$ cat src/sv/ecc_pkg.sv
// ----------------------------------------------------------------------------
// ecc_pkg
// Shared types, constants and the segment decoder of the elevator car
// controller.
// ----------------------------------------------------------------------------
package ecc_pkg;

  localparam int FLOORS       = 4;
  localparam int FLOOR_HEIGHT = 10;
  localparam int FLOOR_IDX_W  = (FLOORS > 1) ? $clog2(FLOORS) : 1;

  // reciprocal for an exact 8-bit divide by the floor height
  localparam int unsigned DIV_RECIP = (65536 + FLOOR_HEIGHT - 1) / FLOOR_HEIGHT;

  localparam logic [7:0] TARGET_RESET    = 8'd30;
  localparam logic [4:0] OPEN_STEPS_RST  = 5'd20;
  localparam logic [7:0] HOLD_TICKS_RST  = 8'd10;
  localparam logic [1:0] BLINK_TICKS_RST = 2'd3;

  localparam logic [1:0] DRV_OFF  = 2'd0;
  localparam logic [1:0] DRV_UP   = 2'd1;
  localparam logic [1:0] DRV_DOWN = 2'd2;
  localparam logic [1:0] DRV_OPEN = 2'd1;
  localparam logic [1:0] DRV_SHUT = 2'd2;

  localparam logic [1:0] REG_OPEN_STEPS  = 2'd0;
  localparam logic [1:0] REG_HOLD_TICKS  = 2'd1;
  localparam logic [1:0] REG_BLINK_TICKS = 2'd2;

  typedef enum logic [2:0] {
    PH_OPEN   = 3'd0,
    PH_HOLD   = 3'd1,
    PH_CLOSE  = 3'd2,
    PH_CHOOSE = 3'd3,
    PH_MOVE   = 3'd4
  } phase_t;

  typedef enum logic [1:0] {
    CS_IDLE,
    CS_SCAN,
    CS_WRITE
  } ctl_state_t;

  typedef struct packed {
    logic step;
    logic scan_step;
    logic load_out;
  } ctl_cmd_t;

  typedef struct packed {
    logic pick_req;
    logic scan_last;
    logic out_full;
  } dp_status_t;

  function automatic logic [6:0] seg_pattern(input logic [1:0] floor_idx);
    logic [6:0] pat;
    unique case (floor_idx)
      2'd0: pat = 7'h3F;
      2'd1: pat = 7'h06;
      2'd2: pat = 7'h5B;
      default: pat = 7'h4F;
    endcase
    return pat;
  endfunction

endpackage

$ cat src/sv/ecc_ctrl.sv
// ----------------------------------------------------------------------------
// ecc_ctrl
// Sequencer: takes a tick, runs the call scan when the choosing phase asks
// for it, then hands the result to the output register.
// ----------------------------------------------------------------------------
module ecc_ctrl (
  input  logic                clk,
  input  logic                rst,
  input  logic                in_valid,
  output logic                in_ready,
  input  logic                out_ready,
  input  ecc_pkg::dp_status_t status,
  output ecc_pkg::ctl_cmd_t   cmd
);

  ecc_pkg::ctl_state_t state, state_next;
  logic                out_free;

  assign out_free = !status.out_full || out_ready;

  always_ff @(posedge clk) begin
    if (rst) begin
      state <= ecc_pkg::CS_IDLE;
    end else begin
      state <= state_next;
    end
  end

  always_comb begin
    state_next = state;
    unique case (state)
      ecc_pkg::CS_IDLE: begin
        if (in_valid) begin
          state_next = status.pick_req ? ecc_pkg::CS_SCAN : ecc_pkg::CS_WRITE;
        end
      end
      ecc_pkg::CS_SCAN: begin
        if (status.scan_last) state_next = ecc_pkg::CS_WRITE;
      end
      ecc_pkg::CS_WRITE: begin
        if (out_free) state_next = ecc_pkg::CS_IDLE;
      end
      default: state_next = ecc_pkg::CS_IDLE;
    endcase
  end

  always_comb begin
    in_ready      = 1'b0;
    cmd.step      = 1'b0;
    cmd.scan_step = 1'b0;
    cmd.load_out  = 1'b0;
    unique case (state)
      ecc_pkg::CS_IDLE: begin
        in_ready = 1'b1;
        cmd.step = in_valid;
      end
      ecc_pkg::CS_SCAN: begin
        cmd.scan_step = 1'b1;
      end
      ecc_pkg::CS_WRITE: begin
        cmd.load_out = out_free;
      end
      default: begin
        in_ready = 1'b0;
      end
    endcase
  end

endmodule

$ cat src/sv/ecc_datapath.sv
// ----------------------------------------------------------------------------
// ecc_datapath
// Car state, door and display logic, nearest call scan and the output
// register.
// ----------------------------------------------------------------------------
module ecc_datapath (
  input  logic                clk,
  input  logic                rst,
  input  logic                cfg_write,
  input  logic [1:0]          cfg_index,
  input  logic [7:0]          cfg_data,
  input  logic                beam_blocked,
  input  logic                alarm_button,
  input  logic                overload,
  input  logic [3:0]          cabin_calls,
  input  logic [3:0]          hall_calls,
  input  ecc_pkg::ctl_cmd_t   cmd,
  output ecc_pkg::dp_status_t status,
  input  logic                out_ready,
  output logic                out_valid,
  output logic [1:0]          lift_drive,
  output logic [1:0]          door_drive,
  output logic [6:0]          segments,
  output logic [1:0]          floor_number,
  output logic [2:0]          phase_now
);

  localparam int FW = ecc_pkg::FLOOR_IDX_W;

  // configuration
  logic [4:0] door_open_steps;
  logic [7:0] door_hold_ticks;
  logic [1:0] blink_ticks;

  // car state
  ecc_pkg::phase_t       phase, phase_next;
  logic [7:0]            car_height, car_height_next;
  logic [1:0]            shown_floor, shown_floor_next;
  logic [4:0]            door_position, door_position_next;
  logic [7:0]            hold_count, hold_count_next;
  logic                  alarm_latch, alarm_latch_next;
  logic                  overload_latch, overload_latch_next;
  logic [7:0]            target_height, target_height_next;
  logic                  target_valid, target_valid_next;
  logic [ecc_pkg::FLOORS-1:0] call_pending, call_pending_next;
  logic [1:0]            lift_mode, lift_mode_next;
  logic [1:0]            door_mode, door_mode_next;
  logic                  blink_enable, blink_enable_next;
  logic                  display_lit, display_lit_next;
  logic [1:0]            blink_count, blink_count_next;
  logic [6:0]            seg_hold, seg_hold_next;

  // scan
  logic [FW-1:0] scan_idx;
  logic [7:0]    best_dist;
  logic          found;
  logic [7:0]    scan_h;
  logic [7:0]    scan_dist;

  // output register
  logic       out_full;
  logic [1:0] out_lift;
  logic [1:0] out_door;
  logic [6:0] out_seg;
  logic [1:0] out_floor;
  logic [2:0] out_phase;

  // divide by floor height
  logic [24:0] div_prod;
  logic [7:0]  car_floor;
  logic [7:0]  floor_base;
  logic [7:0]  car_rem;

  logic        any_alarm;
  logic        any_over;
  logic [3:0]  calls;

  assign div_prod   = {17'd0, car_height} * 25'(ecc_pkg::DIV_RECIP);
  assign car_floor  = div_prod[23:16];
  assign floor_base = 8'(car_floor * 8'(ecc_pkg::FLOOR_HEIGHT));
  assign car_rem    = car_height - floor_base;

  assign any_alarm = alarm_latch | alarm_button;
  assign any_over  = overload_latch | overload;
  assign calls     = (cabin_calls != 4'd0) ? cabin_calls : hall_calls;

  assign scan_h    = 8'(8'(scan_idx) * 8'(ecc_pkg::FLOOR_HEIGHT));
  assign scan_dist = (car_height < scan_h) ? scan_h - car_height : car_height - scan_h;

  assign status.pick_req  = (phase == ecc_pkg::PH_CHOOSE) && !any_alarm && !any_over &&
                            !target_valid;
  assign status.scan_last = (scan_idx == FW'(ecc_pkg::FLOORS - 1));
  assign status.out_full  = out_full;

  // one tick of the car
  always_comb begin
    phase_next          = phase;
    car_height_next     = car_height;
    shown_floor_next    = shown_floor;
    door_position_next  = door_position;
    hold_count_next     = hold_count;
    alarm_latch_next    = alarm_latch;
    overload_latch_next = overload_latch;
    target_height_next  = target_height;
    target_valid_next   = target_valid;
    call_pending_next   = call_pending;
    lift_mode_next      = lift_mode;
    door_mode_next      = door_mode;
    blink_enable_next   = blink_enable;
    display_lit_next    = display_lit;
    blink_count_next    = blink_count;

    // display refresh comes first
    if (!blink_enable) begin
      display_lit_next = 1'b1;
      blink_count_next = 2'd0;
    end else if (blink_count == blink_ticks) begin
      blink_count_next = 2'd0;
      display_lit_next = !display_lit;
    end else begin
      blink_count_next = blink_count + 2'd1;
    end
    seg_hold_next = display_lit_next ? ecc_pkg::seg_pattern(shown_floor) : 7'd0;

    case (phase)
      ecc_pkg::PH_OPEN: begin
        blink_enable_next = 1'b1;
        if (door_position < door_open_steps) begin
          door_position_next = door_position + 5'd1;
          door_mode_next     = ecc_pkg::DRV_OPEN;
        end else begin
          door_mode_next  = ecc_pkg::DRV_OFF;
          hold_count_next = door_hold_ticks;
          phase_next      = ecc_pkg::PH_HOLD;
        end
      end
      ecc_pkg::PH_HOLD: begin
        if (hold_count != 8'd0) hold_count_next = hold_count - 8'd1;
        else phase_next = ecc_pkg::PH_CLOSE;
      end
      ecc_pkg::PH_CLOSE: begin
        if (beam_blocked) begin
          phase_next = ecc_pkg::PH_OPEN;
        end else if (door_position != 5'd0) begin
          door_position_next = door_position - 5'd1;
          door_mode_next     = ecc_pkg::DRV_SHUT;
        end else begin
          door_mode_next = ecc_pkg::DRV_OFF;
          phase_next     = ecc_pkg::PH_CHOOSE;
        end
      end
      ecc_pkg::PH_CHOOSE: begin
        alarm_latch_next    = any_alarm;
        overload_latch_next = any_over;
        blink_enable_next   = 1'b0;
        if (any_alarm || any_over) begin
          target_height_next = car_height;
          target_valid_next  = 1'b1;
          phase_next         = ecc_pkg::PH_MOVE;
        end else if (!target_valid) begin
          // pick of the nearest call follows in the scan
          call_pending_next = call_pending | calls[ecc_pkg::FLOORS-1:0];
        end else begin
          phase_next = ecc_pkg::PH_MOVE;
        end
      end
      ecc_pkg::PH_MOVE: begin
        alarm_latch_next    = 1'b0;
        overload_latch_next = 1'b0;
        if (car_rem == 8'd0) shown_floor_next = car_floor[1:0];
        // emergency stop at the next floor in the travel direction
        if (any_alarm || any_over) begin
          target_height_next = (car_height < target_height) ?
                               floor_base + 8'(ecc_pkg::FLOOR_HEIGHT) : floor_base;
        end
        if (car_height < target_height_next) begin
          car_height_next = car_height + 8'd1;
          lift_mode_next  = ecc_pkg::DRV_UP;
        end else if (car_height > target_height_next) begin
          car_height_next = car_height - 8'd1;
          lift_mode_next  = ecc_pkg::DRV_DOWN;
        end else begin
          lift_mode_next = ecc_pkg::DRV_OFF;
          if (car_floor < 8'(ecc_pkg::FLOORS)) begin
            call_pending_next[car_floor[FW-1:0]] = 1'b0;
          end
          target_valid_next = 1'b0;
          phase_next        = ecc_pkg::PH_OPEN;
        end
      end
      default: begin
        phase_next = phase;
      end
    endcase
  end

  always_ff @(posedge clk) begin
    if (rst) begin
      door_open_steps <= ecc_pkg::OPEN_STEPS_RST;
      door_hold_ticks <= ecc_pkg::HOLD_TICKS_RST;
      blink_ticks     <= ecc_pkg::BLINK_TICKS_RST;
      phase           <= ecc_pkg::PH_CHOOSE;
      car_height      <= 8'd0;
      shown_floor     <= 2'd0;
      door_position   <= 5'd0;
      hold_count      <= 8'd0;
      alarm_latch     <= 1'b0;
      overload_latch  <= 1'b0;
      target_height   <= ecc_pkg::TARGET_RESET;
      target_valid    <= 1'b0;
      call_pending    <= '0;
      lift_mode       <= ecc_pkg::DRV_OFF;
      door_mode       <= ecc_pkg::DRV_OFF;
      blink_enable    <= 1'b0;
      display_lit     <= 1'b1;
      blink_count     <= 2'd0;
      scan_idx        <= '0;
      found           <= 1'b0;
      out_full        <= 1'b0;
    end else begin
      if (cfg_write) begin
        unique case (cfg_index)
          ecc_pkg::REG_OPEN_STEPS:  door_open_steps <= cfg_data[4:0];
          ecc_pkg::REG_HOLD_TICKS:  door_hold_ticks <= cfg_data;
          ecc_pkg::REG_BLINK_TICKS: blink_ticks     <= cfg_data[1:0];
          default: ;
        endcase
      end
      if (cmd.step) begin
        phase          <= phase_next;
        car_height     <= car_height_next;
        shown_floor    <= shown_floor_next;
        door_position  <= door_position_next;
        hold_count     <= hold_count_next;
        alarm_latch    <= alarm_latch_next;
        overload_latch <= overload_latch_next;
        target_height  <= target_height_next;
        target_valid   <= target_valid_next;
        call_pending   <= call_pending_next;
        lift_mode      <= lift_mode_next;
        door_mode      <= door_mode_next;
        blink_enable   <= blink_enable_next;
        display_lit    <= display_lit_next;
        blink_count    <= blink_count_next;
        scan_idx       <= '0;
        found          <= 1'b0;
      end else if (cmd.scan_step) begin
        // ascending scan with strict compare: ties keep the lower floor
        if (call_pending[scan_idx] && (!found || scan_dist < best_dist)) begin
          target_height <= scan_h;
          target_valid  <= 1'b1;
          found         <= 1'b1;
        end
        scan_idx <= scan_idx + FW'(1);
      end
      if (cmd.load_out) begin
        out_full <= 1'b1;
      end else if (out_ready) begin
        out_full <= 1'b0;
      end
    end
  end

  // payload registers
  always_ff @(posedge clk) begin
    if (cmd.step) begin
      seg_hold <= seg_hold_next;
    end
    if (cmd.scan_step && call_pending[scan_idx] && (!found || scan_dist < best_dist)) begin
      best_dist <= scan_dist;
    end
    if (cmd.load_out) begin
      out_lift  <= lift_mode;
      out_door  <= door_mode;
      out_seg   <= seg_hold;
      out_floor <= shown_floor;
      out_phase <= phase;
    end
  end

  assign out_valid    = out_full;
  assign lift_drive   = out_lift;
  assign door_drive   = out_door;
  assign segments     = out_seg;
  assign floor_number = out_floor;
  assign phase_now    = out_phase;

endmodule

$ cat src/sv/elevator_car_controller.sv
// ----------------------------------------------------------------------------
// elevator_car_controller
// Four-landing elevator car controller advanced by one timer tick per item.
// ----------------------------------------------------------------------------
// Each accepted tick gives exactly one result with the motor drives, the
// display pattern, the shown floor and the phase after that tick. A tick is
// accepted, then loaded into the output register; a tick in the choosing
// phase that looks for a new destination runs the nearest call scan in
// between, which visits one floor per cycle. A new tick
// is taken while the previous result still waits in the output register; the
// block only stalls once that register is full and not being taken.
// Configuration writes are applied at once and are meant for idle periods.
module elevator_car_controller (
  input  logic       clk,
  input  logic       rst,
  input  logic       cfg_write,
  input  logic [1:0] cfg_index,
  input  logic [7:0] cfg_data,
  input  logic       in_valid,
  output logic       in_ready,
  input  logic       beam_blocked,
  input  logic       alarm_button,
  input  logic       overload,
  input  logic [3:0] cabin_calls,
  input  logic [3:0] hall_calls,
  output logic       out_valid,
  input  logic       out_ready,
  output logic [1:0] lift_drive,
  output logic [1:0] door_drive,
  output logic [6:0] segments,
  output logic [1:0] floor_number,
  output logic [2:0] phase_now
);

  ecc_pkg::ctl_cmd_t   cmd;
  ecc_pkg::dp_status_t status;

  ecc_ctrl u_ctrl (
    .clk       (clk),
    .rst       (rst),
    .in_valid  (in_valid),
    .in_ready  (in_ready),
    .out_ready (out_ready),
    .status    (status),
    .cmd       (cmd)
  );

  ecc_datapath u_datapath (
    .clk          (clk),
    .rst          (rst),
    .cfg_write    (cfg_write),
    .cfg_index    (cfg_index),
    .cfg_data     (cfg_data),
    .beam_blocked (beam_blocked),
    .alarm_button (alarm_button),
    .overload     (overload),
    .cabin_calls  (cabin_calls),
    .hall_calls   (hall_calls),
    .cmd          (cmd),
    .status       (status),
    .out_ready    (out_ready),
    .out_valid    (out_valid),
    .lift_drive   (lift_drive),
    .door_drive   (door_drive),
    .segments     (segments),
    .floor_number (floor_number),
    .phase_now    (phase_now)
  );

endmodule

$ cat config.mk
export PLATFORM = sky130hd
export DESIGN_NAME = elevator_car_controller
export DESIGN_NICKNAME = d
export VERILOG_FILES = /design/src/sv/ecc_pkg.sv /design/src/sv/ecc_ctrl.sv /design/src/sv/ecc_datapath.sv /design/src/sv/elevator_car_controller.sv
export SDC_FILE = /design/constraint.sdc
export NUM_CORES = 1
export LEC_CHECK = 0
export ABC_AREA = 1
export BUFFER_PORTS_ARGS = -buffer_cell sky130_fd_sc_hd__buf_2
export CAP_MARGIN = 20
export CORE_AREA = 2 2 153 155
export CTS_BUF_LIST = sky130_fd_sc_hd__clkbuf_16
export DETAILED_ROUTE_END_ITERATION = 16
export DIE_AREA = 0 0 155 157
export SLEW_MARGIN = 20
export SYNTH_ARGS = -nofsm -noshare
export SYNTH_HDL_FRONTEND = slang
export SYNTH_SLANG_ARGS = --single-unit
$ cat constraint.sdc
create_clock -name clk -period 7.5 [get_ports clk]
set_clock_uncertainty 0.05 [all_clocks]
set_input_delay 0.375 -clock clk [delete_from_list [all_inputs] [get_ports clk]]
set_output_delay 0.375 -clock clk [all_outputs]
set_load 0.1 [all_outputs]
==> results.txt <==
Data on the critical path is required at its endpoint by about 7.7 ns. The number of placed instances, taps included, is 1341. The clock net in this run drives a total of a little under 100 sinks.

The flow ran to the end, and the final reports show no timing, DRC or antenna violations. The number of enable flip-flop cells after synthesis is 29. The fmax is 138.7 MHz. The clock period minus final worst setup slack is 7.208 ns.

Routability-driven placement finished with a final weighted congestion of a little over 0.9. The buffer levels on the longest clock path is 2. For this block, the via count after detailed routing is 6676.

The number of DRC violations after detailed routing came out at 0. The initial cell density of the core is 0.3462. The post-detailed-route count of antenna-violating nets came out at 0. The number of slew-limit violations in the final report came out at 0. The DRC violation total after the first TritonRoute iteration came out at around 440.

The cell count after synthesis is ~1000. The number of rows in the core area is between 50 and 60. TritonCTS built the clock tree.

The worst setup path is launched from a register. The via-per-instance ratio is 4.902. The most instantiated flip-flop cell in the synthesis netlist is sky130_fd_sc_hd__dfxtp_1. After synthesis, the mean cell area works out to approximately 7.8 µm². Buffers inserted during clock tree synthesis total 9. The flip-flop and latch count after synthesis came out at 99. The worst-case vdd ir drop came out at 99.03 µV.

In this run the number of H-tree levels came out at 3. The initial antenna violation count was 0. The Yosys step of the flow raised 0 warnings.

The maximum cell stage delay along the critical path came out at 0.60 ns. The post-synth design cell area came out at just under 8000 µm². The sequential share of the synthesized area is 0.2916.

The net count after synthesis is 1162. Detailed placement finished with a half-perimeter wire length of 15.02 mm. The share of the synthesized area in the top cell type is 0.1799. The number of placed I/O pins is 44. The via count of the first global-routing pass came out at ~6400.

Across every metal layer, demand over resource in global routing totals 0.1606. The actual transition at the worst max-transition pin is 0.6903 ns. From synthesis to final layout, the design area changed by 15.72%. STA classifies the critical path endpoint as a register. The post-route non-filler standard cell count is ~1400. Before antenna repair, the detailed router went through 5 iterations. The data arrival time at the worst-slack endpoint is ~7.4 ns. The net count of the finished layout came out at around 1200.

Power spread over the standard cell area amounts to roughly 160 nW/µm². The post-detailed-route wirelength per cell is between 10 and 15 µm. The routed design has between 15 and 20 mm of wire. The leakage power total is 0.004353 µW.

The headroom to the max-slew limit is 0.5373. Max-cap violations in this run came to 0. The proportion of layout cells with a drive suffix above 1 came out at 0.1671.

On the critical path, the stage with the largest delay is an instance of sky130_fd_sc_hd__fa_2. Ranked by total cell area, the synthesized netlist is headed by sky130_fd_sc_hd__dfxtp_1, sky130_fd_sc_hd__ha_1, sky130_fd_sc_hd__edfxtp_1. In this run the clock root is driven by a sky130_fd_sc_hd__clkbuf_16. The count of unique library cells instantiated by Yosys came out at between 40 and 50. The first global-routing pass estimated approximately 32 mm of wire.

The number of buffers and inverters on the critical path is 8. Port buffering added 43 buffers. The setup path with the least slack is of type register to register. The floorplan die height came out at between 150 and 200 µm. Setup violations remaining at the end of the flow were counted as 0. The number of antenna diodes in the final layout is 0. The x dimension of the die came out at between 150 and 200 µm. The area of the core region came out at 22500 µm². The overall overflow remaining after global route came out at 0.

The count of endpoints failing hold in the final timing report came out at 0. Of all cell types, the one taking the most synthesized area is sky130_fd_sc_hd__dfxtp_1. The type of the worst min-delay path is input pin to register. The share of flip-flops with an asynchronous set or reset is 0.

The portion of the clock cycle consumed by the worst path in the final layout is 0.9610. The pin count of the biggest net entering global routing came out at 33. The clock-pin slew reported for the worst setup and hold paths after clock tree synthesis came out at about 0.07 ns. At the later pin of the worst-skew pair, clock insertion delay measures around 0.35 ns. In this design, the critical path's most frequently occurring cell is sky130_fd_sc_hd__inv_1. The final hold slack is approximately 0.21 ns. The full die area came out at around 24000 µm². Along the worst path, the maximum fanout reaches 8.

The cell family contributing the most delay on the critical path is adder cells.
-- through the flow --
stage / total power [µW] / setup WS, ns / cell area [µm²] / utilization / TNS, ns
after floorplan: 940.0 / 0.3887 / 7791 / - / 0
after global placement: 1022 / 0.1376 / 8446 / 0.3753 / 0
after detailed placement: 1024 / 0.01337 / 8446 / 0.3753 / 0
after CTS: 1474 / 0.02106 / 8736 / 0.3882 / 0
after global routing: 1551 / -0.07648 / 9016 / 0.4007 / -0.2003
final: 1467 / 0.2925 / 9016 / 0.4007 / 0
-- synth_stat cells, types with 3 or more instances --
cell type                  count
sky130_fd_sc_hd__clkinv_1      3
sky130_fd_sc_hd__nand2_1     172
sky130_fd_sc_hd__o21bai_1      3
sky130_fd_sc_hd__o21ai_0      39
sky130_fd_sc_hd__a21oi_1      91
sky130_fd_sc_hd__edfxtp_1     29
sky130_fd_sc_hd__fa_1         22
sky130_fd_sc_hd__buf_4         3
sky130_fd_sc_hd__o21ai_1      39
sky130_fd_sc_hd__inv_1       149
sky130_fd_sc_hd__nor2_1       81
sky130_fd_sc_hd__or2_2         3
sky130_fd_sc_hd__nor3_1       11
sky130_fd_sc_hd__nand4_1       6
sky130_fd_sc_hd__nor3_2        4
sky130_fd_sc_hd__ha_1        109
sky130_fd_sc_hd__xor2_1       19
sky130_fd_sc_hd__nor2_4        5
sky130_fd_sc_hd__clkbuf_1      7
sky130_fd_sc_hd__nor2_2        5
sky130_fd_sc_hd__a31oi_1       7
sky130_fd_sc_hd__nand2_2       4
sky130_fd_sc_hd__nand3_1      46
sky130_fd_sc_hd__dfxtp_1      70
sky130_fd_sc_hd__inv_2        21
sky130_fd_sc_hd__a21o_1        7
sky130_fd_sc_hd__o211ai_1      7
sky130_fd_sc_hd__a211oi_1      7
sky130_fd_sc_hd__xnor2_1       8
-- cells by family (layout without fill, tap and decap cells) --
| logic type | after synthesis | count (layout) | synth area share |
|---|---|---|---|
| simple gates | 348 | 348 | 0.1999 |
| compound gates | 210 | 210 | 0.1481 |
| flops | 99 | 99 | 0.2916 |
| buf+inv | 187 | 259 | 0.09379 |
| fa+ha+maj | 131 | 131 | 0.2316 |
| xor+xnor | 28 | 28 | 0.03244 |
| mux | 2 | 2 | 0.002570 |
-- tightest hold or removal path, stage by stage --
cell and delay, ns:
sky130_fd_sc_hd__buf_2 0.09, sky130_fd_sc_hd__nand2_1 0.05, sky130_fd_sc_hd__o211ai_1 0.06
-- final timing paths --
kind / startpoint / end / slack, ns / cells after the start
setup / recovery: u_datapath.car_height[6] / u_datapath.car_height[6] / 0.29 / 38
hold reg to reg: u_datapath.seg_hold[1] / u_datapath.segments[1] / 0.37 / 0
hold / removal: cfg_data[4] / u_datapath.door_open_steps[4] / 0.21 / 3
setup reg to reg: u_datapath.car_height[6] / u_datapath.car_height[6] / 0.29 / 38
-- layout make-up --
cell class / instances / area, µm²
fillers: 2282 / 13490
multi-input cells: 719 / 5025
flip-flops and latches: 99 / 2277
inverters: 174 / 655.6
repair buffers: 69 / 414.1
well taps: 285 / 356.6
clock buffers: 9 / 225.2
clock inverters: 7 / 62.56
-- timing repair --
item	4_1_cts	5_1_grt
endpoints found under the setup margin	2	16
buffers inserted	0	5
pin swaps	0	18
hold buffers	0	0
gates resized for setup	1	49
-- cells in the final DEF (no fill, tap or decap), drive strengths merged --
cell,Yosys,final
nand2,176,176
inv,171,173
ha,109,109
nor2,93,93
a21oi,92,92
o21ai,79,79
dfxtp,70,70
buf,6,69
nand3,47,47
edfxtp,29,29
fa,22,22
xor2,20,20
nor3,16,16
clkbuf,7,9
xnor2,8,8
a21o,7,7
o211ai,7,7
a211oi,7,7
a31oi,7,7
clkinv,3,7
nand4,6,6
or2,3,3
o21bai,3,3
o22ai,3,3
nand3b,2,2
o21a,2,2
mux2i,2,2
nor4,2,2
and2,2,2
a221oi,1,1
nor3b,1,1
o2111ai,1,1
a2111oi,1,1
clkinvlp,0,1
-- power by group --
part	internal [µW]	switching (µW)
combinational	115	278
sequential	596	30.5
clock	230	217
-- state kept, by name (all words and copies together) (netlist names), 2 cells and up --
| signal | cells |
|---|---|
| u_datapath.target_height | 8 |
| u_datapath.car_height | 8 |
| u_datapath.phase_now | 3 |
| u_datapath.scan_idx | 2 |
| u_datapath.phase | 3 |
| u_datapath.segments | 6 |
| u_datapath.hold_count | 8 |
| u_datapath.lift_drive | 2 |
| u_datapath.blink_count | 2 |
| u_datapath.door_mode | 2 |
| u_datapath.call_pending | 4 |
| u_datapath.door_hold_ticks | 8 |
| u_datapath.lift_mode | 2 |
| u_datapath.door_drive | 2 |
| u_datapath.door_open_steps | 5 |
| u_datapath.shown_floor | 2 |
| u_datapath.blink_ticks | 2 |
| u_datapath.seg_hold | 6 |
| u_datapath.floor_number | 2 |
| u_ctrl.state | 2 |
| u_datapath.door_position | 5 |
| u_datapath.best_dist | 8 |
-- metal layers --
metal / vias up / global-route usage / part of all wire
li1: 3451 / - / -
met1: 3086 / 0.2213 / 0.49
met2: 116 / 0.2648 / 0.46
met3: 23 / 0.01900 / 0.034
met4: 0 / 0.04718 / 0.017
met5: - / 0 / 0
No activity file was read; power rests on OpenSTA's default activity.
